[src/hdl/stepper_angle_positioner_defines.svh]
// Assertion macros used by the stepper angle positioner RTL.
`ifndef STEPPER_ANGLE_POSITIONER_DEFINES_SVH
`define STEPPER_ANGLE_POSITIONER_DEFINES_SVH

// Checks that the consequent holds in the same cycle as the antecedent.
`define SAP_ASSERT_SAME(label, clk, rst_n, ante, cons, msg) \
    label: assert property (@(posedge clk) disable iff (!rst_n) (ante) |-> (cons)) \
        else $error(msg);

// Checks that the consequent holds in the cycle after the antecedent.
`define SAP_ASSERT_NEXT(label, clk, rst_n, ante, cons, msg) \
    label: assert property (@(posedge clk) disable iff (!rst_n) (ante) |=> (cons)) \
        else $error(msg);

`endif

[src/hdl/sap_pkg.sv]
// Package with types and constants of the stepper angle positioner.
package sap_pkg;

    localparam int COUNT_WIDTH_DEFAULT = 16;
    localparam int ANGLE_W             = 16;

    // Request codes carried in the action field.
    typedef enum logic [1:0] {
        ACT_MOVE  = 2'd0,
        ACT_TICK  = 2'd1,
        ACT_LIMIT = 2'd2
    } action_t;

    // Configuration register indexes.
    localparam logic CFG_MIN_ANGLE = 1'b0;
    localparam logic CFG_MAX_ANGLE = 1'b1;

    // One step is 19.1808 angle units. The goal is the difference times 625,
    // plus half a step, divided by 11988, computed with an exact reciprocal.
    localparam int          STEP_BIAS   = 5994;
    localparam int          RECIP_SHIFT = 40;
    localparam longint      STEP_DIV    = 64'd11988;
    localparam logic [26:0] STEP_RECIP  =
        27'(((64'd1 << RECIP_SHIFT) + STEP_DIV - 64'd1) / STEP_DIV);

    // Outcome of a move request handed from the move calculator.
    typedef struct packed {
        logic signed [ANGLE_W-1:0] target;
        logic                      cw;
    } move_calc_t;

endpackage

[src/hdl/sap_move_calc.sv]
// Clamping, direction and step goal for a move request.
module sap_move_calc
    import sap_pkg::*;
#(
    parameter int COUNT_WIDTH = COUNT_WIDTH_DEFAULT
)
(
    input  logic signed [ANGLE_W-1:0] target_angle,
    input  logic signed [ANGLE_W-1:0] position,
    input  logic signed [ANGLE_W-1:0] min_angle,
    input  logic signed [ANGLE_W-1:0] max_angle,
    output move_calc_t                mv,
    output logic [COUNT_WIDTH-1:0]    goal
);

    logic signed [ANGLE_W-1:0] lo_clamped;
    logic signed [ANGLE_W-1:0] clamped;
    logic signed [ANGLE_W:0]   diff;
    logic [ANGLE_W-1:0]        abs_diff;
    logic [25:0]               abs_diff_w;
    logic [25:0]               num;
    logic [52:0]               prod;
    logic [12:0]               quot;
    logic [31:0]               quot_w;
    logic [31:0]               count_max;

    always_comb
    begin
        lo_clamped = (target_angle < min_angle) ? min_angle : target_angle;
        // The upper clamp comes last, so it wins when min is above max.
        clamped    = (lo_clamped > max_angle) ? max_angle : lo_clamped;
        diff       = (ANGLE_W+1)'(clamped) - (ANGLE_W+1)'(position);
        abs_diff   = diff[ANGLE_W] ? ANGLE_W'(-diff) : diff[ANGLE_W-1:0];
        abs_diff_w = 26'(abs_diff);
        // Times 625 as 512 + 128 - 16 + 1.
        num        = (abs_diff_w << 9) + (abs_diff_w << 7) - (abs_diff_w << 4) + abs_diff_w
                   + 26'(STEP_BIAS);
        prod       = 53'(num) * 53'(STEP_RECIP);
        quot       = prod[52:RECIP_SHIFT];
        quot_w     = 32'(quot);
        count_max  = 32'((64'd1 << COUNT_WIDTH) - 64'd1);
        goal       = (quot_w > count_max) ? count_max[COUNT_WIDTH-1:0]
                                          : quot_w[COUNT_WIDTH-1:0];
        mv.target  = clamped;
        mv.cw      = clamped > position;
    end

endmodule

[src/hdl/stepper_angle_positioner.sv]
// Top level of the stepper angle positioner: request stage, state and result register.
// A request moves from the input stage into the result register, which holds it
// until res_ready. Throughput: one request per cycle unless res_ready stalls.
// The input stage and the result register form a two-entry pipeline, so a request
// is still taken while a result waits, provided the input stage is empty.
// Reset (rst_n low, asynchronous) clears the angle limits, position, direction,
// motion, tick phase, step counter and goal, and empties both stages.
`include "stepper_angle_positioner_defines.svh"

module stepper_angle_positioner
    import sap_pkg::*;
#(
    parameter int COUNT_WIDTH = COUNT_WIDTH_DEFAULT
)
(
    input  logic                      clk,
    input  logic                      rst_n,
    // Configuration write port.
    input  logic                      cfg_wr_en,
    input  logic                      cfg_index,
    input  logic [ANGLE_W-1:0]        cfg_data,
    // Request channel.
    input  logic                      req_valid,
    output logic                      req_ready,
    input  logic [1:0]                action,
    input  logic signed [ANGLE_W-1:0] target_angle,
    input  logic                      driver_ready,
    input  logic                      cw_limit_closed,
    input  logic                      ccw_limit_closed,
    // Result channel.
    output logic                      res_valid,
    input  logic                      res_ready,
    output logic                      running,
    output logic                      clockwise,
    output logic [15:0]               steps_done,
    output logic                      step_counted,
    output logic signed [ANGLE_W-1:0] position
);

    // Configuration registers.
    logic signed [ANGLE_W-1:0] min_angle_reg;
    logic signed [ANGLE_W-1:0] max_angle_reg;

    // Request stage.
    logic                      req_valid_reg;
    logic [1:0]                action_reg;
    logic signed [ANGLE_W-1:0] target_reg;
    logic                      drv_ready_reg;
    logic                      cw_limit_reg;
    logic                      ccw_limit_reg;

    // Axis state.
    logic signed [ANGLE_W-1:0] pos_reg,     pos_next;
    logic                      cw_reg,      cw_next;
    logic                      moving_reg,  moving_next;
    logic                      phase_reg,   phase_next;
    logic [COUNT_WIDTH-1:0]    counter_reg, counter_next;
    logic [COUNT_WIDTH-1:0]    goal_reg,    goal_next;

    // Result register.
    logic                      res_valid_reg;
    logic                      res_running_reg;
    logic                      res_cw_reg;
    logic [15:0]               res_steps_reg;
    logic                      res_counted_reg;
    logic signed [ANGLE_W-1:0] res_pos_reg;

    logic                      advance;
    logic                      counted_next;
    logic                      new_blocked;
    logic                      cur_blocked;
    logic [COUNT_WIDTH-1:0]    counter_inc;
    logic [31:0]               counter_w;
    logic [COUNT_WIDTH-1:0]    move_goal;
    move_calc_t                mv;

    // The request stage moves on whenever the result register is free or
    // being drained this cycle.
    assign advance   = req_valid_reg && (!res_valid_reg || res_ready);
    assign req_ready = !req_valid_reg || advance;

    always_ff @(posedge clk or negedge rst_n)
    begin
        if (!rst_n)
        begin
            min_angle_reg <= '0;
            max_angle_reg <= '0;
        end
        else if (cfg_wr_en)
        begin
            case (cfg_index)
                CFG_MIN_ANGLE: min_angle_reg <= cfg_data;
                CFG_MAX_ANGLE: max_angle_reg <= cfg_data;
                default:       ;
            endcase
        end
    end

    always_ff @(posedge clk or negedge rst_n)
    begin
        if (!rst_n)
        begin
            req_valid_reg <= 1'b0;
        end
        else if (req_ready)
        begin
            req_valid_reg <= req_valid;
        end
    end

    // Request payload needs no reset; it is only used while marked valid.
    always_ff @(posedge clk)
    begin
        if (req_ready && req_valid)
        begin
            action_reg    <= action;
            target_reg    <= target_angle;
            drv_ready_reg <= driver_ready;
            cw_limit_reg  <= cw_limit_closed;
            ccw_limit_reg <= ccw_limit_closed;
        end
    end

    sap_move_calc #(
        .COUNT_WIDTH (COUNT_WIDTH)
    ) u_move_calc (
        .target_angle (target_reg),
        .position     (pos_reg),
        .min_angle    (min_angle_reg),
        .max_angle    (max_angle_reg),
        .mv           (mv),
        .goal         (move_goal)
    );

    // A limit switch only blocks travel toward it. A move tests the switch
    // in its new direction; a limit event tests the current one.
    assign new_blocked = (cw_limit_reg && mv.cw) || (ccw_limit_reg && !mv.cw);
    assign cur_blocked = (cw_limit_reg && cw_reg) || (ccw_limit_reg && !cw_reg);
    assign counter_inc = counter_reg + COUNT_WIDTH'(1);

    always_comb
    begin
        pos_next     = pos_reg;
        cw_next      = cw_reg;
        moving_next  = moving_reg;
        phase_next   = phase_reg;
        counter_next = counter_reg;
        goal_next    = goal_reg;
        counted_next = 1'b0;
        case (action_t'(action_reg))
            ACT_MOVE:
            begin
                // A move to the recorded angle, or with the driver busy,
                // changes nothing. A blocked start still records the new
                // target, direction and goal, and leaves motion as it was.
                if (drv_ready_reg && (target_reg != pos_reg))
                begin
                    pos_next  = mv.target;
                    cw_next   = mv.cw;
                    goal_next = move_goal;
                    if (!new_blocked)
                    begin
                        counter_next = '0;
                        moving_next  = 1'b1;
                    end
                end
            end
            ACT_TICK:
            begin
                // Every second tick while moving counts a full step. The
                // phase is kept across moves.
                if (moving_reg)
                begin
                    phase_next = !phase_reg;
                    if (phase_reg)
                    begin
                        counter_next = counter_inc;
                        counted_next = 1'b1;
                        if (counter_inc >= goal_reg)
                        begin
                            moving_next = 1'b0;
                        end
                    end
                end
            end
            ACT_LIMIT:
            begin
                if (cur_blocked)
                begin
                    moving_next = 1'b0;
                end
            end
            default:
            begin
                // The unused code leaves the state alone and reports it.
            end
        endcase
    end

    always_ff @(posedge clk or negedge rst_n)
    begin
        if (!rst_n)
        begin
            pos_reg     <= '0;
            cw_reg      <= 1'b0;
            moving_reg  <= 1'b0;
            phase_reg   <= 1'b0;
            counter_reg <= '0;
            goal_reg    <= '0;
        end
        else if (advance)
        begin
            pos_reg     <= pos_next;
            cw_reg      <= cw_next;
            moving_reg  <= moving_next;
            phase_reg   <= phase_next;
            counter_reg <= counter_next;
            goal_reg    <= goal_next;
        end
    end

    // Only the low 16 bits of the counter are reported.
    assign counter_w = 32'(counter_next);

    always_ff @(posedge clk or negedge rst_n)
    begin
        if (!rst_n)
        begin
            res_valid_reg   <= 1'b0;
            res_counted_reg <= 1'b0;
        end
        else if (advance)
        begin
            res_valid_reg   <= 1'b1;
            res_counted_reg <= counted_next;
        end
        else if (res_ready)
        begin
            res_valid_reg   <= 1'b0;
        end
    end

    always_ff @(posedge clk)
    begin
        if (advance)
        begin
            res_running_reg <= moving_next;
            res_cw_reg      <= cw_next;
            res_steps_reg   <= counter_w[15:0];
            res_pos_reg     <= pos_next;
        end
    end

    assign res_valid    = res_valid_reg;
    assign running      = res_running_reg;
    assign clockwise    = res_cw_reg;
    assign steps_done   = res_steps_reg;
    assign step_counted = res_counted_reg;
    assign position     = res_pos_reg;

    // A request held in the input stage is never dropped while stalled.
    `SAP_ASSERT_NEXT(a_req_held, clk, rst_n, req_valid_reg && !advance, req_valid_reg,
        "request stage lost a stalled request")

    // A counted step always leaves the tick phase back at zero.
    `SAP_ASSERT_SAME(a_count_phase, clk, rst_n, res_valid_reg && res_counted_reg,
        !phase_reg, "step counted with tick phase still set")

    // A tick while stopped must not touch the counter or the phase.
    `SAP_ASSERT_NEXT(a_idle_tick, clk, rst_n,
        advance && (action_reg == ACT_TICK) && !moving_reg,
        (counter_reg == $past(counter_reg)) && (phase_reg == $past(phase_reg)),
        "tick while stopped changed the step state")

    // A limit event in the travel direction always stops motion.
    `SAP_ASSERT_NEXT(a_limit_stop, clk, rst_n,
        advance && (action_reg == ACT_LIMIT) && cur_blocked,
        !moving_reg && res_valid_reg && !res_running_reg,
        "limit event did not stop motion")

endmodule

[config.mk]
export PLATFORM = sky130hd
export DESIGN_NAME = stepper_angle_positioner
export DESIGN_NICKNAME = d
export VERILOG_FILES = /design/src/hdl/sap_pkg.sv /design/src/hdl/sap_move_calc.sv /design/src/hdl/stepper_angle_positioner.sv
export VERILOG_INCLUDE_DIRS = /design/src /design/src/hdl
export SDC_FILE = /design/constraint.sdc
export NUM_CORES = 1
export LEC_CHECK = 0
export ABC_CLOCK_PERIOD_IN_PS = 27700
export BUFFER_PORTS_ARGS = -buffer_cell sky130_fd_sc_hd__clkbuf_2
export CAP_MARGIN = 20
export CORE_ASPECT_RATIO = 1.4
export CORE_MARGIN = 2
export CORE_UTILIZATION = 65
export DETAILED_ROUTE_END_ITERATION = 10
export PLACE_DENSITY = 0.9
export SYNTH_ARGS = -nofsm -noshare
export SYNTH_HDL_FRONTEND = slang
export SYNTH_SLANG_ARGS = --single-unit
[constraint.sdc]
create_clock -name clk -period 27.7 [get_ports clk]
set_clock_uncertainty 0.1 [all_clocks]
set_input_delay 2.77 -clock clk [delete_from_list [all_inputs] [get_ports clk]]
set_output_delay 2.77 -clock clk [all_outputs]
set_load 0.02 [all_outputs]
==> results of run 1 <==
[cell usage after synthesis, types with 5 or more instances]
cell / number / area share [%]
a211o_1: 5 / 0.20
a211oi_1: 6 / 0.21
a21o_1: 41 / 1.4
a21oi_1: 78 / 1.8
a31oi_1: 13 / 0.38
and2_1: 10 / 0.29
and3_1: 11 / 0.32
clkbuf_1: 22 / 0.38
dfrtp_1: 83 / 9.6
edfxtp_1: 55 / 7.6
fa_1: 260 / 24
ha_1: 391 / 23
inv_1: 536 / 9.3
mux2_2: 73 / 3.8
mux2_4: 9 / 0.63
mux2i_1: 6 / 0.28
nand2_1: 96 / 1.7
nand2b_1: 20 / 0.58
nand3_1: 31 / 0.72
nand4_1: 18 / 0.52
nor2_1: 58 / 1.0
nor2b_1: 17 / 0.49
nor3_1: 16 / 0.37
nor4_1: 8 / 0.23
o211ai_1: 5 / 0.17
o21a_1: 14 / 0.49
o21ai_0: 97 / 2.2
o21ai_1: 9 / 0.21
o21bai_1: 7 / 0.24
o31ai_1: 9 / 0.31
or2_2: 6 / 0.17
xnor2_1: 67 / 2.7
xor2_1: 26 / 1.1
[cells by family (layout without fill, tap and decap cells)]
logic type	after synthesis	after routing	share of synthesized area, %
AO/OA/AOI/OAI	334	334	9.99
multiplexers	88	88	4.71
XOR/XNOR	95	95	3.97
AND/OR/NAND/NOR	319	319	7.48
buffers and inverters	566	662	9.89
adder cells (fa/ha/maj)	651	651	46.7
flip-flops	138	138	17.2
[through the flow]
| step | utilization [%] | cells | cell area, um^2 |
|---|---|---|---|
| after floorplan | - | 2191 | 21600 |
| after global placement | 68.3 | 2699 | 22500 |
| after detailed placement | 68.3 | 2699 | 22500 |
| after CTS | 70.0 | 2731 | 23100 |
| after global routing | 70.1 | 2732 | 23100 |
| final | 70.1 | 2732 | 23100 |
[worst register-to-register path, delay by kind of cell, from the launching register on]
| family | cells | cell delay, ns |
|---|---|---|
| compound gates | 29 | 5.88 |
| mux | 2 | 0.74 |
| fa+ha+maj | 15 | 6.64 |
| xor+xnor | 2 | 0.89 |
| flops | 1 | 0.44 |
| simple gates | 9 | 1.46 |
| buf+inv | 8 | 1.20 |
[cell type report]
type,instances,share of cell area [%]
Clock buffer,18,1.86
Tap cell,445,2.41
Sequential cell,138,16.1
Timing Repair Buffer,90,2.07
Clock inverter,14,0.633
Multi-Input combinational cell,1487,68.2
Inverter,540,8.76
[worst paths after layout]
path,startpoint,to,cells past startpoint
setup reg to reg,target_reg[5]$_DFFE_PP_,goal_reg[10]$_DFFE_PN0P_,65
hold reg to reg,goal_reg[8]$_DFFE_PN0P_,goal_reg[8]$_DFFE_PN0P_,2
min in group asynchronous,rst_n,counter_reg[1]$_DFFE_PN0P_,1
setup / recovery,target_reg[5]$_DFFE_PP_,goal_reg[10]$_DFFE_PN0P_,65
hold / removal,goal_reg[8]$_DFFE_PN0P_,goal_reg[8]$_DFFE_PN0P_,2
max in group asynchronous,rst_n,min_angle_reg[7]$_DFFE_PN0P_,2
[routing by layer]
| metal | vias to the layer above | share of wire, % |
|---|---|---|
| met5 | - | 0 |
| met2 | 577 | 54 |
| li1 | 7340 | - |
| met4 | 0 | 7.2 |
| met1 | 7946 | 35 |
| met3 | 201 | 4.4 |
==> reports/qor.csv, run 1 <==
stage,metric,value,unit
worst_setup_path,CP endpoint kind,register,
clock_network,"Clk pin slew, worst setup/hold paths",0.06,ns
final_layout,area of the multi-input gates,0.0158,mm^2
global_route,M3 GR Usage,4.15,%
final_layout,Final Net Count,2968,
worst_setup_path,Critical Path Source Type,register,
die,DIE WIDTH,158,um
global_route,first-pass GRT wire length,88400,um
sta,setup ws final,10.23,ns
final_layout,"commonest non-fill, non-tap cell in the layout",inv_1,
synth,Synth async-reset ratio,60.1,%
synth,Yosys warnings,0,
clock_network,hold_buf cts,0,
worst_setup_path,Critical Path Max Stage Delay,0.60,ns
global_route,grt met1 use,34.2,%
synth,Synth cell types,85,
synth,Mapped Area,0.0216,mm^2
route,vias per inst,5.88,
synth,Mean Syn Cell Area,9.87,um^2
place,pre-CTS setup slack,10.58,ns
route,vias,16100,
final_layout,most frequent cells in the layout,"inv_1 (536), ha_1 (391), fa_1 (260)",
sta,Pins Over Slew Limit,0,
clock_network,CTS tree,done,
sta,Slew @ Worst Pin,1.04,ns
die,Placement Rows,79,
sta,setup_tns,0,ns
die,boundary pin count,80,
final_layout,FF+latch area,0.00373,mm^2
die,DIE AREA,0.0348,mm^2
worst_setup_path,crit-path leading delay family,adder cells,
worst_setup_path,"Max FO, Critical Path",15,
final_layout,Fillers,2396,
synth,Yosys reg bits,138,
status,status,"finished, final reports clean",
sta,WHS,0.386,ns
clock_network,Skew-Pair Late Insertion Delay,0.44,ns
route,mean routed wirelength per cell,19.9,um
worst_setup_path,crit path kind,reg -> reg,
sta,Max Fclk,57.2,MHz
worst_setup_path,Worst Path Arrival,17.69,ns
place,HPWL after DPL,45200,um
final_layout,Layout area overhead,6.99,%
synth,Syn Nets,2885,
route,final wirelength,54300,um
clock_network,TritonCTS Sinks,138,
global_route,largest net degree at the start of global routing,59,
route,Iteration-0 DRC Markers,797,
synth,Syn Inst Count,2191,
worst_setup_path,most frequent CP cell,fa_1,
worst_setup_path,WP buf/inv,8,
synth,Post-synth top flop,dfrtp_1,
sta,RSZ-0062 raised after global routing,false,
job,max-cap check violation count,0,
sta,final hold violations,0,
clock_network,# Post-CTS Setup Buffers,0,
sta,Max transition margin,30.3,%
sta,crit path time final,17.47,ns
die,Starting Density,65.5,%
route,iteration count of the initial detailed-routing pass,5,
die,core footprint,0.0330,mm^2
clock_network,clock root cell,clkbuf_16,
clock_network,CTS Buffer Depth,2,
global_route,vias in the first global route,17700,
global_route,met2 Use GR,62.5,%
clock_network,Post-CTS Resized,0,
worst_setup_path,worst path required time,27.92,ns
route,Antenna Violating Nets Remaining,0,
global_route,GRT Util Overall,33.2,%
synth,post-synthesis sequential area ratio,17.2,%
worst_setup_path,Worst R2R Setup Slack,10.23,ns
synth,Post-synth EDFFs,55,
place,I/O Buffers,79,
worst_setup_path,CP max-delay cell,o41ai_1,
clock_network,H-tree depth,4,
final_layout,fraction of layout cells with a size suffix above 1,10.7,%
global_route,initial antenna violation count,0,
clock_network,cts bufs inserted,17,
route,DRC,0,
die,DIE HEIGHT,220,um
global_route,"Remaining Overflow, GRT",0,
sta,fin crit share,63.1,%
sta,number of setup violations in the final report,0,
hold_path,Worst Hold Class,reg -> reg,
global_route,GRT busiest layer,met2,
place,routability cong.,1.01,
final_layout,n_diodes,0,
Power of run 1 is not shown: default switching activity piles up to over one toggle a cycle in this logic, so the estimate is an artifact.
==> run 2, diff against run 1 <==
Settings changed: ABC_CLOCK_PERIOD_IN_PS 27700 to 15600, CORE_UTILIZATION 65 to 59, PLACE_DENSITY 0.9 to 0.87.
Clock period 27.7 ns to 15.6 ns, I/O delays scaled along.
==> reports/qor.csv, run 2 (synthesized netlist as in run 1, its figures left out) <==
stage,metric,value,unit
clock_network,hold_buf cts,0,
place,HPWL after DPL,47200,um
global_route,vias in the first global route,18000,
place,routability cong.,1.03,
sta,crit path time final,15.42,ns
clock_network,CTS tree,done,
route,Antenna Violating Nets Remaining,0,
worst_setup_path,Worst Path Arrival,15.68,ns
worst_setup_path,most frequent CP cell,ha_1,
sta,final hold violations,0,
final_layout,area of the multi-input gates,0.0168,mm^2
global_route,first-pass GRT wire length,90800,um
place,I/O Buffers,79,
clock_network,"Clk pin slew, worst setup/hold paths",0.06,ns
clock_network,Skew-Pair Late Insertion Delay,0.43,ns
die,DIE WIDTH,166,um
status,status,"finished, final reports clean",
global_route,"Remaining Overflow, GRT",0,
worst_setup_path,crit-path leading delay family,compound AO/OA/AOI/OAI gates,
hold_path,Worst Hold Class,reg -> reg,
worst_setup_path,Critical Path Max Stage Delay,0.56,ns
worst_setup_path,crit path kind,reg -> reg,
route,Iteration-0 DRC Markers,858,
final_layout,fraction of layout cells with a size suffix above 1,23.0,%
clock_network,cts bufs inserted,17,
route,vias,16800,
die,Starting Density,60.0,%
sta,Slew @ Worst Pin,0.970,ns
worst_setup_path,Worst R2R Start,target_reg[1]$_DFFE_PP_,
route,iteration count of the initial detailed-routing pass,8,
die,boundary pin count,80,
clock_network,H-tree depth,4,
final_layout,Final Net Count,3147,
route,DRC,0,
hold_path,Hold Startpoint,goal_reg[8]$_DFFE_PN0P_,
worst_setup_path,WP buf/inv,10,
final_layout,most frequent cells in the layout,"inv_1 (517), ha_1 (357), fa_1 (242)",
sta,fin crit share,98.8,%
die,core footprint,0.0360,mm^2
sta,number of setup violations in the final report,0,
worst_setup_path,CP max-delay cell,fa_1,
hold_path,Hold Crit Depth,2,
final_layout,"commonest non-fill, non-tap cell in the layout",inv_1,
job,max-cap check violation count,0,
route,final wirelength,58800,um
final_layout,n_diodes,0,
die,DIE AREA,0.0382,mm^2
route,vias per inst,5.75,
sta,Pins Over Slew Limit,0,
sta,Max transition margin,35.4,%
final_layout,Layout area overhead,18.2,%
worst_setup_path,CP endpoint kind,register,
worst_setup_path,CP startpoint,target_reg[1]$_DFFE_PP_,
die,Placement Rows,82,
sta,RSZ-0062 raised after global routing,true,
global_route,GRT Util Overall,30.0,%
sta,Max Fclk,64.9,MHz
final_layout,fin util,70.9,%
clock_network,clock root cell,clkbuf_16,
worst_setup_path,worst path required time,15.86,ns
die,DIE HEIGHT,230,um
worst_setup_path,critical path depth in cells,68,
worst_setup_path,"Max FO, Critical Path",7,
global_route,largest net degree at the start of global routing,57,
final_layout,Fillers,2493,
worst_setup_path,cells on worst reg2reg path,68,
clock_network,TritonCTS Sinks,138,
clock_network,CTS Buffer Depth,2,
global_route,initial antenna violation count,0,
final_layout,FF+latch area,0.00373,mm^2
worst_setup_path,Critical Path Source Type,register,
route,mean routed wirelength per cell,20.1,um
run 2: final cells by class:
| class | count | area share (%) |
|---|---|---|
| Timing Repair Buffer | 269 | 7.25 |
| Multi-Input combinational cell | 1487 | 65.7 |
| Sequential cell | 138 | 14.6 |
| Inverter | 540 | 7.95 |
| Tap cell | 462 | 2.26 |
| Clock inverter | 13 | 0.554 |
| Clock buffer | 18 | 1.72 |
run 2: worst reg2reg max path, delay by kind of cell (launching register included):
kind | cells | cell delay, ns
compound gates | 32 | 5.95
xor+xnor | 2 | 0.34
fa+ha+maj | 15 | 5.62
buf+inv | 10 | 1.02
flops | 1 | 0.42
mux | 2 | 0.67
simple gates | 7 | 1.20
run 2: final timing paths:
kind | to | slack [ns]
worst max-delay path | goal_reg[10]$_DFFE_PN0P_ | 0.18
worst max register to register | goal_reg[10]$_DFFE_PN0P_ | 0.18
min in group asynchronous | counter_reg[1]$_DFFE_PN0P_ | 0.95
worst min register to register | goal_reg[8]$_DFFE_PN0P_ | 0.39
max in group asynchronous | pos_reg[2]$_DFFE_PN0P_ | 13.36
worst min-delay path | goal_reg[8]$_DFFE_PN0P_ | 0.39
run 2: timing repair:
item | in CTS | in global routing
setup buffers | 4 | 32
resized for setup | 14 | 183
pin swaps | 8 | 129
endpoints found under the setup margin | 10 | 13
run 2: routing by layer:
layer / vias up / track usage (%) / part of all wire [%]
met4: 0 / 18.6 / 7.3
met3: 222 / 2.90 / 3.8
met2: 580 / 57.0 / 54
met5: - / 0 / 0
met1: 8323 / 31.9 / 35
li1: 7704 / - / -
run 2: through the flow:
| step | hold slack [ns] | cell area [um^2] | setup TNS [ns] | setup WS, ns | instances |
|---|---|---|---|---|---|
| after global placement | 0.359 | 23700 | 0 | 0.191 | 2861 |
| final | 0.390 | 25500 | 0 | 0.184 | 2927 |
| after CTS | 0.381 | 24400 | 0 | 0.000611 | 2896 |
| after floorplan | 0.339 | 21600 | 0 | 0.0329 | 2191 |
| after detailed placement | 0.361 | 23700 | -0.903 | -0.228 | 2861 |
| after global routing | 0.421 | 25500 | -2.94 | -0.385 | 2927 |
Power of run 2 is left out for the same reason.
